$ cat config.mk
export PLATFORM = sky130hd
export DESIGN_NAME = queued_tone_sequencer
export DESIGN_NICKNAME = d
export VERILOG_FILES = /design/src/design/qts_pkg.sv /design/src/design/queued_tone_sequencer.sv
export SDC_FILE = /design/constraint.sdc
export NUM_CORES = 1
export LEC_CHECK = 0
export ABC_CLOCK_PERIOD_IN_PS = 5230
export BUFFER_PORTS_ARGS = -buffer_cell sky130_fd_sc_hd__clkbuf_2
export CAP_MARGIN = 20
export CORE_MARGIN = 5
export CORE_UTILIZATION = 41
export CTS_CLUSTER_SIZE = 25
export DETAILED_ROUTE_END_ITERATION = 10
export MAX_ROUTING_LAYER = met4
export PLACE_DENSITY = 0.61
export SLEW_MARGIN = 15
export SYNTH_ARGS = -nofsm -noshare
export SYNTH_HDL_FRONTEND = slang
export SYNTH_SLANG_ARGS = --single-unit
export TNS_END_PERCENT = 30
$ cat constraint.sdc
create_clock -name clk_i -period 5.23 [get_ports clk_i]
set_input_delay 0.523 -clock clk_i [delete_from_list [all_inputs] [get_ports clk_i]]
set_output_delay 0.523 -clock clk_i [all_outputs]
set_load 0.01 [all_outputs]
$ cat src/design/qts_pkg.sv
// ----------------------------------------------------------------------------
// qts_pkg: shared types and constants for the queued tone sequencer
// segment record layout, queue geometry, item kind codes, slot arithmetic
// ----------------------------------------------------------------------------
`default_nettype none

package qts_pkg;

  localparam int unsigned QUEUE_SLOTS = 16;
  localparam int unsigned SLOT_W      = $clog2(QUEUE_SLOTS);

  localparam int unsigned FREQ_W = 16;
  localparam int unsigned LEN_W  = 16;
  localparam int unsigned DUTY_W = 8;

  typedef logic [SLOT_W-1:0] slot_t;

  typedef enum logic {
    KIND_TICK    = 1'b0,
    KIND_ENQUEUE = 1'b1
  } kind_e;

  typedef struct packed {
    logic [FREQ_W-1:0] freq;
    logic [LEN_W-1:0]  len;
    logic [DUTY_W-1:0] duty;
  } seg_t;

  // ring increment, wraps at the last slot
  function automatic slot_t next_slot(input slot_t s);
    slot_t r;
    if (s == slot_t'(QUEUE_SLOTS - 1)) begin
      r = '0;
    end else begin
      r = s + slot_t'(1);
    end
    return r;
  endfunction

endpackage

`default_nettype wire

$ cat src/design/queued_tone_sequencer.sv
// ----------------------------------------------------------------------------
// queued_tone_sequencer: buzzer tone sequencer fed by a ring queue
// enqueue transactions store tone segments, tick transactions play them out
// ----------------------------------------------------------------------------
// usage:
//   input channel (in_valid_i / in_stall_o) carries one transaction per item:
//   kind 1 enqueues a segment (frequency, duration, duty), kind 0 is a
//   one millisecond tick that advances the playing segment.
//   output channel (out_valid_o / out_stall_i) returns exactly one result per
//   input transaction: accepted flag, current drive frequency and duty, and
//   the playing flag, all as they stand after that transaction.
//   the result of a transaction is registered and shows in the cycle after
//   it is taken. throughput is one transaction per cycle while the receiver
//   does not stall, set by the single output register that holds the result.
//   when the receiver stalls, the result stays in the output register and
//   the input is stalled only while that register is full and stalled, so
//   a result being taken in the same cycle frees room for the next item.
//   reset clears the queue pointers, the active segment and the output valid;
//   the segment store itself is not cleared (only written slots are read).
// ----------------------------------------------------------------------------
`default_nettype none

module queued_tone_sequencer (
  input  wire logic        clk_i,
  input  wire logic        rst_ni,
  input  wire logic        in_valid_i,
  output logic             in_stall_o,
  input  wire logic        kind_i,
  input  wire logic [15:0] tone_frequency_i,
  input  wire logic [15:0] duration_ms_i,
  input  wire logic [7:0]  tone_duty_i,
  output logic             out_valid_o,
  input  wire logic        out_stall_i,
  output logic             accepted_o,
  output logic [15:0]      drive_frequency_o,
  output logic [7:0]       drive_duty_o,
  output logic             playing_o
);

  // segment store, written at the write slot, read at the read slot only
  qts_pkg::seg_t store_q [qts_pkg::QUEUE_SLOTS];

  qts_pkg::slot_t rd_q, rd_d;
  qts_pkg::slot_t wr_q, wr_d;
  logic           active_q, active_d;
  logic [15:0]    freq_q, freq_d;
  logic [7:0]     duty_q, duty_d;
  logic [15:0]    len_q, len_d;
  logic [15:0]    elapsed_q, elapsed_d;

  logic           out_valid_q;
  logic           accepted_q, accepted_d;
  logic [15:0]    drv_freq_q, drv_freq_d;
  logic [7:0]     drv_duty_q, drv_duty_d;
  logic           playing_q;

  logic           take;
  logic           store_we;
  qts_pkg::seg_t  wr_seg;
  qts_pkg::seg_t  rd_seg;
  qts_pkg::slot_t wr_next;
  logic           queue_full;
  logic           queue_empty;
  logic [15:0]    elapsed_inc;
  logic           still_active;
  logic           sound;

  // input is held off only while a finished result waits and is stalled
  assign in_stall_o = out_valid_q & out_stall_i;
  assign take       = in_valid_i & ~in_stall_o;

  assign wr_next     = qts_pkg::next_slot(wr_q);
  assign queue_full  = (wr_next == rd_q);
  assign queue_empty = (rd_q == wr_q);
  assign rd_seg      = store_q[rd_q];

  assign wr_seg.freq = tone_frequency_i;
  assign wr_seg.len  = duration_ms_i;
  assign wr_seg.duty = tone_duty_i;

  // saturating millisecond count of the playing segment
  assign elapsed_inc = (elapsed_q == 16'hFFFF) ? elapsed_q : elapsed_q + 16'd1;

  always_comb begin
    rd_d         = rd_q;
    wr_d         = wr_q;
    active_d     = active_q;
    freq_d       = freq_q;
    duty_d       = duty_q;
    len_d        = len_q;
    elapsed_d    = elapsed_q;
    accepted_d   = 1'b0;
    store_we     = 1'b0;
    still_active = active_q;

    unique case (qts_pkg::kind_e'(kind_i))
      qts_pkg::KIND_ENQUEUE: begin
        // one slot stays empty, so a full ring rejects the segment
        if (!queue_full) begin
          store_we   = take;
          wr_d       = wr_next;
          accepted_d = 1'b1;
        end
      end
      qts_pkg::KIND_TICK: begin
        if (active_q) begin
          elapsed_d    = elapsed_inc;
          still_active = (elapsed_inc < len_q);
        end
        active_d = still_active;
        // idle after this tick: pull the next segment if one is waiting
        if (!still_active && !queue_empty) begin
          freq_d    = rd_seg.freq;
          len_d     = rd_seg.len;
          duty_d    = rd_seg.duty;
          elapsed_d = '0;
          active_d  = 1'b1;
          rd_d      = qts_pkg::next_slot(rd_q);
        end
      end
      default: begin
      end
    endcase

    // silent when nothing plays or the segment has zero frequency or duty
    sound      = active_d && (freq_d != '0) && (duty_d != '0);
    drv_freq_d = sound ? freq_d : '0;
    drv_duty_d = sound ? duty_d : '0;
  end

  always_ff @(posedge clk_i) begin
    if (store_we) begin
      store_q[wr_q] <= wr_seg;
    end
  end

  always_ff @(posedge clk_i or negedge rst_ni) begin
    if (!rst_ni) begin
      rd_q      <= '0;
      wr_q      <= '0;
      active_q  <= 1'b0;
      freq_q    <= '0;
      duty_q    <= '0;
      len_q     <= '0;
      elapsed_q <= '0;
    end else if (take) begin
      rd_q      <= rd_d;
      wr_q      <= wr_d;
      active_q  <= active_d;
      freq_q    <= freq_d;
      duty_q    <= duty_d;
      len_q     <= len_d;
      elapsed_q <= elapsed_d;
    end
  end

  // output register valid: loads on every input transaction, drains when taken
  always_ff @(posedge clk_i or negedge rst_ni) begin
    if (!rst_ni) begin
      out_valid_q <= 1'b0;
    end else if (take) begin
      out_valid_q <= 1'b1;
    end else if (!out_stall_i) begin
      out_valid_q <= 1'b0;
    end
  end

  // result payload, no reset needed
  always_ff @(posedge clk_i) begin
    if (take) begin
      accepted_q <= accepted_d;
      drv_freq_q <= drv_freq_d;
      drv_duty_q <= drv_duty_d;
      playing_q  <= active_d;
    end
  end

  assign out_valid_o       = out_valid_q;
  assign accepted_o        = accepted_q;
  assign drive_frequency_o = drv_freq_q;
  assign drive_duty_o      = drv_duty_q;
  assign playing_o         = playing_q;

`ifndef SYNTH
  // a tick transaction never reports a stored segment
  a_tick_not_accepted: assert property (
    @(posedge clk_i) disable iff (!rst_ni)
    (take && kind_i == qts_pkg::KIND_TICK) |=> !accepted_o
  ) else $error("tick transaction reported as accepted");

  // the drive is silent whenever no segment plays
  a_silent_when_idle: assert property (
    @(posedge clk_i) disable iff (!rst_ni)
    (out_valid_o && !playing_o) |-> (drive_frequency_o == '0 && drive_duty_o == '0)
  ) else $error("drive active while not playing");

  // an enqueue against a full ring leaves the write slot alone
  a_full_rejects: assert property (
    @(posedge clk_i) disable iff (!rst_ni)
    (take && kind_i == qts_pkg::KIND_ENQUEUE && queue_full) |=> ($stable(wr_q) && !accepted_o)
  ) else $error("full queue accepted a segment");

  // a stalled result is held until the receiver takes it
  a_stalled_result_holds: assert property (
    @(posedge clk_i) disable iff (!rst_ni)
    (out_valid_o && out_stall_i) |=> (out_valid_o && $stable(playing_o) && $stable(accepted_o))
  ) else $error("stalled result changed");
`endif

endmodule

`default_nettype wire
# After elaboration in Yosys (flattened, before gate mapping)
# Memory sizes are Yosys's and may differ from the RTL's.
# Cells that the tools add are included.
[classes]
n_reduce_logical = 11
eq_ne = 6
bitwise_logic = 5
muxes = 20
add_sub_neg = 3
order_cmp = 1
[op_table]
columns = ["cell", "n"]
rows = [
  ["16-bit two-way mux", 5],
  ["16-bit by 1-bit adder with 16-bit output, second input constant", 1],
  ["16-bit equality test, second input constant", 1],
  ["16-bit less-than comparator", 1],
  ["8-bit two-way mux", 2],
  ["16-bit nonzero test", 1],
  ["1-bit two-way mux", 11],
  ["3-bit AND reduction", 3],
  ["4-bit by 1-bit adder with 4-bit output, second input constant", 2],
  ["4-bit equality test", 2],
  ["4-bit equality test, second input constant", 2],
  ["4-bit two-way mux", 2],
  ["8-bit nonzero test", 1],
  ["1-bit logical AND", 3],
  ["1-bit NOT", 3],
  ["1-bit bitwise AND", 2],
  ["1-bit zero test", 2],
  ["2-bit by 1-bit != test with 1-bit output, second input constant", 1],
  ["2-bit nonzero test", 1],
]
[totals]
ramBits = 640
in_bits = 45
output_inout_bits = 28
n_memories = 1
reg_bits = 92
wordCells = 59
[memory_table]
columns = ["memory", "words", "width", "read_ports", "rd_clocked_by_memory_dff", "wr", "line", "source"]
rows = [
  ["store_q", 16, 40, 1, 0, 1, "queued_tone_sequencer.sv:41", "qts_pkg::seg_t store_q [qts_pkg::QUEUE_SLOTS];"],
]

# Longest topological paths before layout
# Gate-level depths: netlist of run 1.
[depth]
word_depth = 12
ltp_mapped = 17
depth_no_buf = 15

# Least setup slack after synthesis of run 1
# Ideal clock, no wire load.
[synth_path]
path_type = "flip-flop to flip-flop"
startpoint = "register elapsed_q[0]"
endpoint = "register drv_freq_q[5], in the netlist drive_frequency_o[5] (data pin)"
t_arrival_ns = 3.553
setup_ns = 0.268
n_path_buf = 2
stages_incl_launch_ff = 18
synth_period_minus_slack_ns = 3.821
path_slack_ns = 1.409
cell_sequence = "dfrtp_1 -> ha_1 -> nand3_1 -> nor4_1 -> nor3_1 -> nand3_1 -> nor2_1 -> xor2_1 -> ha_1 -> nand4_1 -> nor2_1 -> o2111ai_1 -> a2111oi_4 -> o211ai_2 -> buf_4 -> mux2i_4 -> buf_6 -> nor3_2"
[synth_via]
elab_chain_len = 12
elab_cells_between_ends = 18
classes_between = "add/sub (1); order compare (1); eq/ne (1); mux (9); reduce/logical (6)"
[synth_rtl]
columns = ["item", "line", "source"]
rows = [
  ["from (decl)", "queued_tone_sequencer.sv:49", "logic [15:0] elapsed_q, elapsed_d;"],
  ["from (signal assigned)", "queued_tone_sequencer.sv:153", "elapsed_q <= elapsed_d;"],
  ["16-bit by 1-bit adder with 16-bit output or 16-bit equality test (tied branches)", "queued_tone_sequencer.sv:82", "assign elapsed_inc = (elapsed_q == 16'hFFFF) ? elapsed_q : elapsed_q + 16'd1;"],
  ["16-bit two-way mux *", "queued_tone_sequencer.sv:82", ""],
  ["16-bit less-than comparator *", "queued_tone_sequencer.sv:108", "still_active = (elapsed_inc < len_q);"],
  ["1-bit two-way mux *", "queued_tone_sequencer.sv:106", "if (active_q) begin"],
  ["1-bit two-way mux *", "queued_tone_sequencer.sv:96", "unique case (qts_pkg::kind_e'(kind_i))"],
  ["1-bit zero test", "queued_tone_sequencer.sv:112", "if (!still_active && !queue_empty) begin"],
  ["1-bit logical AND", "queued_tone_sequencer.sv:112", ""],
  ["16-bit two-way mux", "queued_tone_sequencer.sv:112", ""],
  ["16-bit two-way mux", "queued_tone_sequencer.sv:96", ""],
  ["16-bit nonzero test", "queued_tone_sequencer.sv:126", "sound = active_d && (freq_d != '0) && (duty_d != '0);"],
  ["1-bit logical AND (2 in series)", "queued_tone_sequencer.sv:126", ""],
  ["to (signal assigned)", "queued_tone_sequencer.sv:172", "drv_freq_q <= drv_freq_d;"],
  ["to (decl)", "queued_tone_sequencer.sv:53", "logic [15:0] drv_freq_q, drv_freq_d;"],
]
# Every way passes the cells marked *; elsewhere a longest branch is shown, timed or not. The select of a mux whose other input is x is not followed.
# A chain may end at the register's enable or synchronous reset.

# Final worst setup path of run 1
[layout_path]
startpoint = "register elapsed_q[0]"
endpoint = "register drv_freq_q[1], in the netlist drive_frequency_o[1] (data pin)"
# Same word-level chain as after synthesis.

==> results of run 1 <==
power groups by stage:
stage                     clock [mW]  sequential, mW  combinational [mW]
after global routing            5.42            7.43                4.40
after detailed placement           0            7.50                4.10
after CTS                       5.17            7.37                4.12
after global placement             0            7.48                4.06
final                           5.05            7.35                4.06
after floorplan                    0            7.13                3.11
critical path: stages, from the launching register on:
cell and delay [ns]:
dfrtp_1 0.43, ha_1 0.25, nand3_1 0.10, nor4_1 0.07, nor3_1 0.53, nand3_1 0.17, xnor2_1 0.29, ha_1 0.31
a21o_1 0.16, a21o_1 0.17, a21oi_1 0.16, o2111ai_1 0.35, o211ai_4 0.39, mux2i_4 0.62, nor3_1 0.13
how the worst min path moves through the flow:
| stage | startpoint | endpoint | cells past startpoint |
|---|---|---|---|
| after detailed placement | len_q[12] | len_q[12] | 1 |
| final | rst_ni | elapsed_q[7] | 1 |
| after floorplan | rst_ni | active_q | 0 |
| after global routing | rst_ni | elapsed_q[3] | 1 |
| after global placement | len_q[11] | len_q[11] | 1 |
| after CTS | rst_ni | wr_q[1] | 1 |
flip-flops by register name (all words and copies together), names as in the netlist:
name and cells:
rd_q 4, elapsed_q 16, duty_q 8, active_q 1
out_valid_o 1, drive_frequency_o 16, len_q 16, wr_q 4
accepted_o 1, drive_duty_o 8, store_q 640, freq_q 16
playing_o 1
final cells by class:
class | count | share of cell area, %
diodes | 1 | 0.00755
flip-flops and latches | 732 | 65.4
clock buffers | 98 | 5.95
inverters | 22 | 0.249
clock inverters | 38 | 1.02
multi-input cells | 598 | 21.5
well taps | 940 | 3.55
repair buffers | 114 | 2.35
cell families after synthesis:
kind of cell             count (synthesis)
AO/OA/AOI/OAI                           95
adder cells (fa/ha/maj)                 21
XOR/XNOR                                30
multiplexers                           260
flip-flops                             732
buffers and inverters                   93
AND/OR/NAND/NOR                        192
layout by cell type, fill, tap and decap left out, drive strengths merged, types with 2 or more instances in the layout:
cell / Yosys / layout
a21o: 5 / 5
a21oi: 20 / 20
a22o: 7 / 7
a22oi: 30 / 30
a31oi: 3 / 3
a41oi: 2 / 2
and2: 20 / 20
and3: 13 / 13
buf: 50 / 43
bufinv: 0 / 4
clkbuf: 21 / 169
clkinv: 0 / 30
dfrtp: 66 / 66
edfxtp: 666 / 666
ha: 21 / 21
inv: 22 / 25
mux2: 44 / 44
mux2i: 42 / 42
mux4: 174 / 174
nand2: 46 / 46
nand2b: 6 / 6
nand3: 10 / 10
nand3b: 2 / 2
nand4: 11 / 11
nor2: 37 / 37
nor2b: 11 / 11
nor3: 20 / 20
nor4: 9 / 9
o2111ai: 2 / 2
o211ai: 3 / 3
o21a: 2 / 2
o21ai: 14 / 14
or4: 3 / 3
xnor2: 18 / 18
xor2: 12 / 12
metal layers:
metal,part of all wire [%],up-vias
li1,-,6077
met1,43,7448
met2,49,412
met3,6.5,62
met4,1.4,0
met5,0,-
==> out/metrics.cfg, run 1 <==
[cells_and_area]
layout-drive-gt1-share_pct = 29.2
fin_area_sq_um = 33100
seq_area_sq_um = 21700
stdcell_count = 2543
area_growth_pct = 13.6
n_fill_cell = 5794
fin_util_pct = 47.2
multiInputGateArea_sq_um = 7130
nNetsFinal = 1609

[pwr]
seq_power_share_pct = 44.7
p_switching_mw = 4.81
p_per_area_nw_per_um2 = 497
p_sw_share_pct = 29.2
ir_drop_uv = 261
total_power_mw = 16.5
intPower_mw = 11.7
p_clk_share_pct = 30.7
leakagePower_nw = 11.1
combinationalPowerShare_pct = 24.7

[sta]
fmax_ghz = 0.226
setup_violations = 0
worst_pin_slew_ns = 0.952
fin_crit_ns = 4.42
hold_viol_final = 0
worst_slack_ns = 0.812
finalCritPeriodShare_pct = 84.5
drv_slew = 0
timing.setup.tns_ns = 0
holdWs_ns = 0.0212
fin_worst_skew_ns = 0.0222
relSlewSlack_pct = 36.6
rsz0062_at_grt = no

[setup_path]
crit_end = drive_frequency_o[1]
critPathLaunchType = flop
worstSetupStartpoint = elapsed_q[0]
r2r_setup_slack_ns = 0.81
crit_type = flop to flop
crit_fanout = 16
timing.rr.start = elapsed_q[0]
worstReg2RegEnd = drive_frequency_o[1]
arrival_ns = 4.75
crit_path_end_kind = flop
reg2regPathDepth = 14
cp.required_ns = 5.56

[global_routing]
antenna_found_initial = 5
grt_usage_pct = 17.1
grt_use_met2_pct = 27.1
use_met3_pct = 2.74
grt-ovfl-total = 0
grt_first_pass_wirelength_um = 96300
grt.met1_usage_pct = 23.8
busiest_layer = met2
grt_max_degree = 67
grt_pass1_vias = 14329

[synth]
ys_top_cells_by_count = 666 x edfxtp_1, 174 x mux4_2, 66 x dfrtp_1
synth_top_family_by_area = multiplexers
synth-simple-area-share_pct = 3.56
post_synth_instance_area_sq_um = 29200
synthArstFlopShare_pct = 9.02
yosysMostFrequentCell = edfxtp_1
syn_nets = 1489
synth_xor_area_share_pct = 0.901
ys_warn_count = 0
yosysTopAreaCell = edfxtp_1
synthAdderAreaFrac_pct = 0.901
ys.flop_type = edfxtp_1
netlist_top_cells_area = edfxtp_1 69%, mux4_2 13%, dfrtp_1 5.7%, mux2_2 1.5%, mux2i_1 1.4%
syn_inst = 1423
netlist.area_leader.share_pct = 68.6
synth_seq_cells = 732
synth-compound-area-share_pct = 2.33
synth_cell_types = 53
ys_seq_area_share_pct = 74.2
syn_avg_cell_area_sq_um = 20.5
synth_mux_area_share_pct = 16.6
synth_edf_count = 666

[worst_hold_path]
hold_class = input port to asynchronous set/reset pin

[clocking]
cts_tree = yes
clkTransAtPathRegs_ns = 0.06
clock-sinks = 732
cts_buffers = 75
insertion_delay_ns = 0.61
cts_max_level = 3
hold_buffers = 0
cts_buffer_depth = 3
cts_repair_resize_count = 0
cts_setup_buffers = 0
root_buffer = clkbuf_16

[placement]
routabilityCongestion = 0.779
dp_hpwl_um = 37500
postPlaceCellArea_sq_um = 30800
post-place-cells = 2406
dp_slack_ns = 0.826
portBuffers = 72

[routing]
wl_um = 64000
first_pass_iters = 6
ant_nets = 0
num_vias = 13999
route.detailed.drc = 0
wire_per_inst_um = 25.2
drtIter0Drc = 1376
via_per_inst = 5.50

[die]
die_area_sq_um = 76600
coreArea_sq_um = 70300
start_util_pct = 41.5
die_w_um = 277
rows = 97
die_y_um = 277
ios = 73

[run]
cap_violations = 0

[status]
status = finished, final reports clean

Note: power is estimated with default switching activity, not from simulation.
==> run 2: changes to the inputs <==
--- a/config.mk
+++ b/config.mk
@@ -5,7 +5,7 @@
 export SDC_FILE = /design/constraint.sdc
 export NUM_CORES = 1
 export LEC_CHECK = 0
-export ABC_CLOCK_PERIOD_IN_PS = 5230
+export ABC_CLOCK_PERIOD_IN_PS = 4300
 export BUFFER_PORTS_ARGS = -buffer_cell sky130_fd_sc_hd__clkbuf_2
 export CAP_MARGIN = 20
 export CORE_MARGIN = 5
==> constraint.sdc (replaced) <==
create_clock -name clk_i -period 4.3 [get_ports clk_i]
set_input_delay 0.43 -clock clk_i [delete_from_list [all_inputs] [get_ports clk_i]]
set_output_delay 0.43 -clock clk_i [all_outputs]
set_load 0.01 [all_outputs]
==> run 2 against run 1 <==
Fmax rose by 10%. Non-clock buffer count rose by 23. Clock-buffer cell count fell by 8. Register-to-register slack got worse by 0.52 ns. Via count barely moved. Sequential share of layout area fell by 0.74 points. Largest cell class unchanged.
==> out/metrics.cfg, run 2 (same netlist as run 1, synthesis figures left out) <==
[pwr]
p_per_area_nw_per_um2 = 611  ; +23%
leakagePower_nw = 11.3  ; +1.9%
ir_drop_uv = 291  ; +12%

[placement]
dp_slack_ns = 0.186  ; -0.640 ns
post-place-cells = 2424  ; +0.75%
routabilityCongestion = 0.786  ; +0.87%
portBuffers = 72  ; unchanged
dp_hpwl_um = 37400  ; -0.41%

[cells_and_area]
area_growth_pct = 14.9
top_register = store_q
stdcell_count = 2567  ; +0.94%
layout-drive-gt1-share_pct = 30.6  ; +1.4 points
nNetsFinal = 1629  ; +1.2%
mostFrequentLayoutCells = 666 x edfxtp_1, 174 x mux4_2, 74 x clkbuf_16, 71 x clkbuf_2, 62 x dfrtp_1
final_common_cell = edfxtp_1
largest_reg_flops = 640  ; unchanged

[sta]
drv_slew = 0  ; unchanged
fmax_ghz = 0.250  ; +10%
fin_crit_ns = 4.01  ; -0.413 ns
rsz0062_at_grt = no
worst_slack_ns = 0.295  ; -0.517 ns
setup_violations = 0  ; unchanged
fin_worst_skew_ns = 0.0178  ; -0.00442 ns
timing.setup.tns_ns = 0  ; unchanged
finalCritPeriodShare_pct = 93.1  ; +8.7 points
relSlewSlack_pct = 38.0  ; +1.4 points
holdWs_ns = 0.0770  ; +0.0558 ns
worst_pin_slew_ns = 0.930  ; -0.0216 ns
hold_viol_final = 0  ; unchanged

[clocking]
cts_max_level = 3  ; unchanged
clkTransAtPathRegs_ns = 0.06  ; about the same
cts_tree = yes
cts_buffers = 72  ; -4.0%
root_buffer = clkbuf_16
cts_repair_resize_count = 0  ; unchanged
clock-sinks = 732  ; unchanged
insertion_delay_ns = 0.62  ; about the same
cts_buffer_depth = 3  ; unchanged

[routing]
route.detailed.drc = 0  ; unchanged
via_per_inst = 5.45  ; -0.93%
ant_nets = 0  ; unchanged
first_pass_iters = 5  ; -1
num_vias = 14000  ; +0.0071%
wl_um = 64500  ; +0.75%
wl_met3_um = 4470  ; +7.3%
highest_layer = met4
wl_met2_um = 31200  ; -0.21%
wire_per_inst_um = 25.1  ; -0.20%
drtIter0Drc = 1332  ; -3.2%
wl_met1_um = 28000  ; +1.4%

[die]
die_area_sq_um = 76600  ; unchanged
die_w_um = 277  ; unchanged
ios = 73  ; unchanged
coreArea_sq_um = 70300  ; unchanged
rows = 97  ; unchanged
start_util_pct = 41.5  ; unchanged
die_y_um = 277  ; unchanged

[status]
status = finished, final reports clean

[setup_path]
crit_fanout = 16  ; unchanged
crit_type = flop to flop
crit_path_end_kind = flop
arrival_ns = 4.36  ; -0.39 ns
cp.required_ns = 4.65  ; -0.91 ns
critPathLaunchType = flop

[global_routing]
grt_max_degree = 67  ; unchanged
grt_first_pass_wirelength_um = 96100  ; -0.25%
grt_usage_pct = 17.1  ; about the same
grt-ovfl-total = 0  ; unchanged
antenna_found_initial = 5  ; unchanged
grt_pass1_vias = 14455  ; +0.88%

[worst_hold_path]
hold_class = input port to flop

[run]
cap_violations = 0  ; unchanged

-- run 2: per-layer routing --
metal  vias to the layer above  GRT usage [%]
li1                       6118              -
met1                      7424           23.7
met2                       398           26.7
met3                        60           3.91
met4                         0           3.39
met5                         -              -
-- run 2: layout make-up --
class,count,area (sq um)
sequential,732,21700
tap,940,1180
antenna,4,10.0
clock inverter,44,508
fill,5724,36800
clock buffer,90,1930
timing repair buffer,137,1020
multi-input combinational,598,7130
inverter,22,82.6
-- run 2: final timing paths --
check / start / end / slack [ns] / cells past startpoint
worst min-delay path: out_stall_i / out_valid_o / 0.08 / 3
worst min register to register: len_q[14] / len_q[14] / 0.49 / 1
min in group asynchronous: rst_ni / elapsed_q[3] / 0.46 / 2
max in group asynchronous: rst_ni / rd_q[0] / 3.17 / 2
worst max register to register: elapsed_q[0] / drive_frequency_o[2] / 0.29 / 16
worst max-delay path: elapsed_q[0] / drive_frequency_o[2] / 0.29 / 16
-- run 2: repair_timing --
item / 4_1_cts / 5_1_grt
endpoints found under the hold margin: 67 / 0
setup buffers: 0 / 3
hold buffers: 2 / 0
setup endpoints to repair: 0 / 33
-- run 2: where the power goes --
part	switching, mW	internal, mW
registers	0.516	8.33
clock network	2.64	3.82
logic	2.72	2.43
total	5.88	14.6
-- run 2: through the flow --
stage / power (mW) / instance area (sq um) / util, %
4_1_cts: 20.7 / 33500 / 47.7
5_1_grt: 21.4 / 33500 / 47.7
3_5_place_dp: 14.2 / 31000 / 44.2
3_3_place_gp: 14.2 / 31000 / 44.2
2_1_floorplan: 12.5 / 29200 / -
6_report: 20.5 / 33500 / 47.7
-- run 2: worst max-delay path: stages, from the launching register on --
cell,delay (ns)
dfrtp_1,0.44
ha_1,0.25
nand3_1,0.11
nor4_1,0.07
nor3_1,0.28
buf_4,0.19
nand3_1,0.09
xnor2_1,0.26
ha_1,0.30
a21o_1,0.16
a21o_1,0.16
a21oi_1,0.16
o2111ai_1,0.24
o211ai_4,0.38
mux2i_4,0.28
buf_4,0.27
nor3_1,0.09
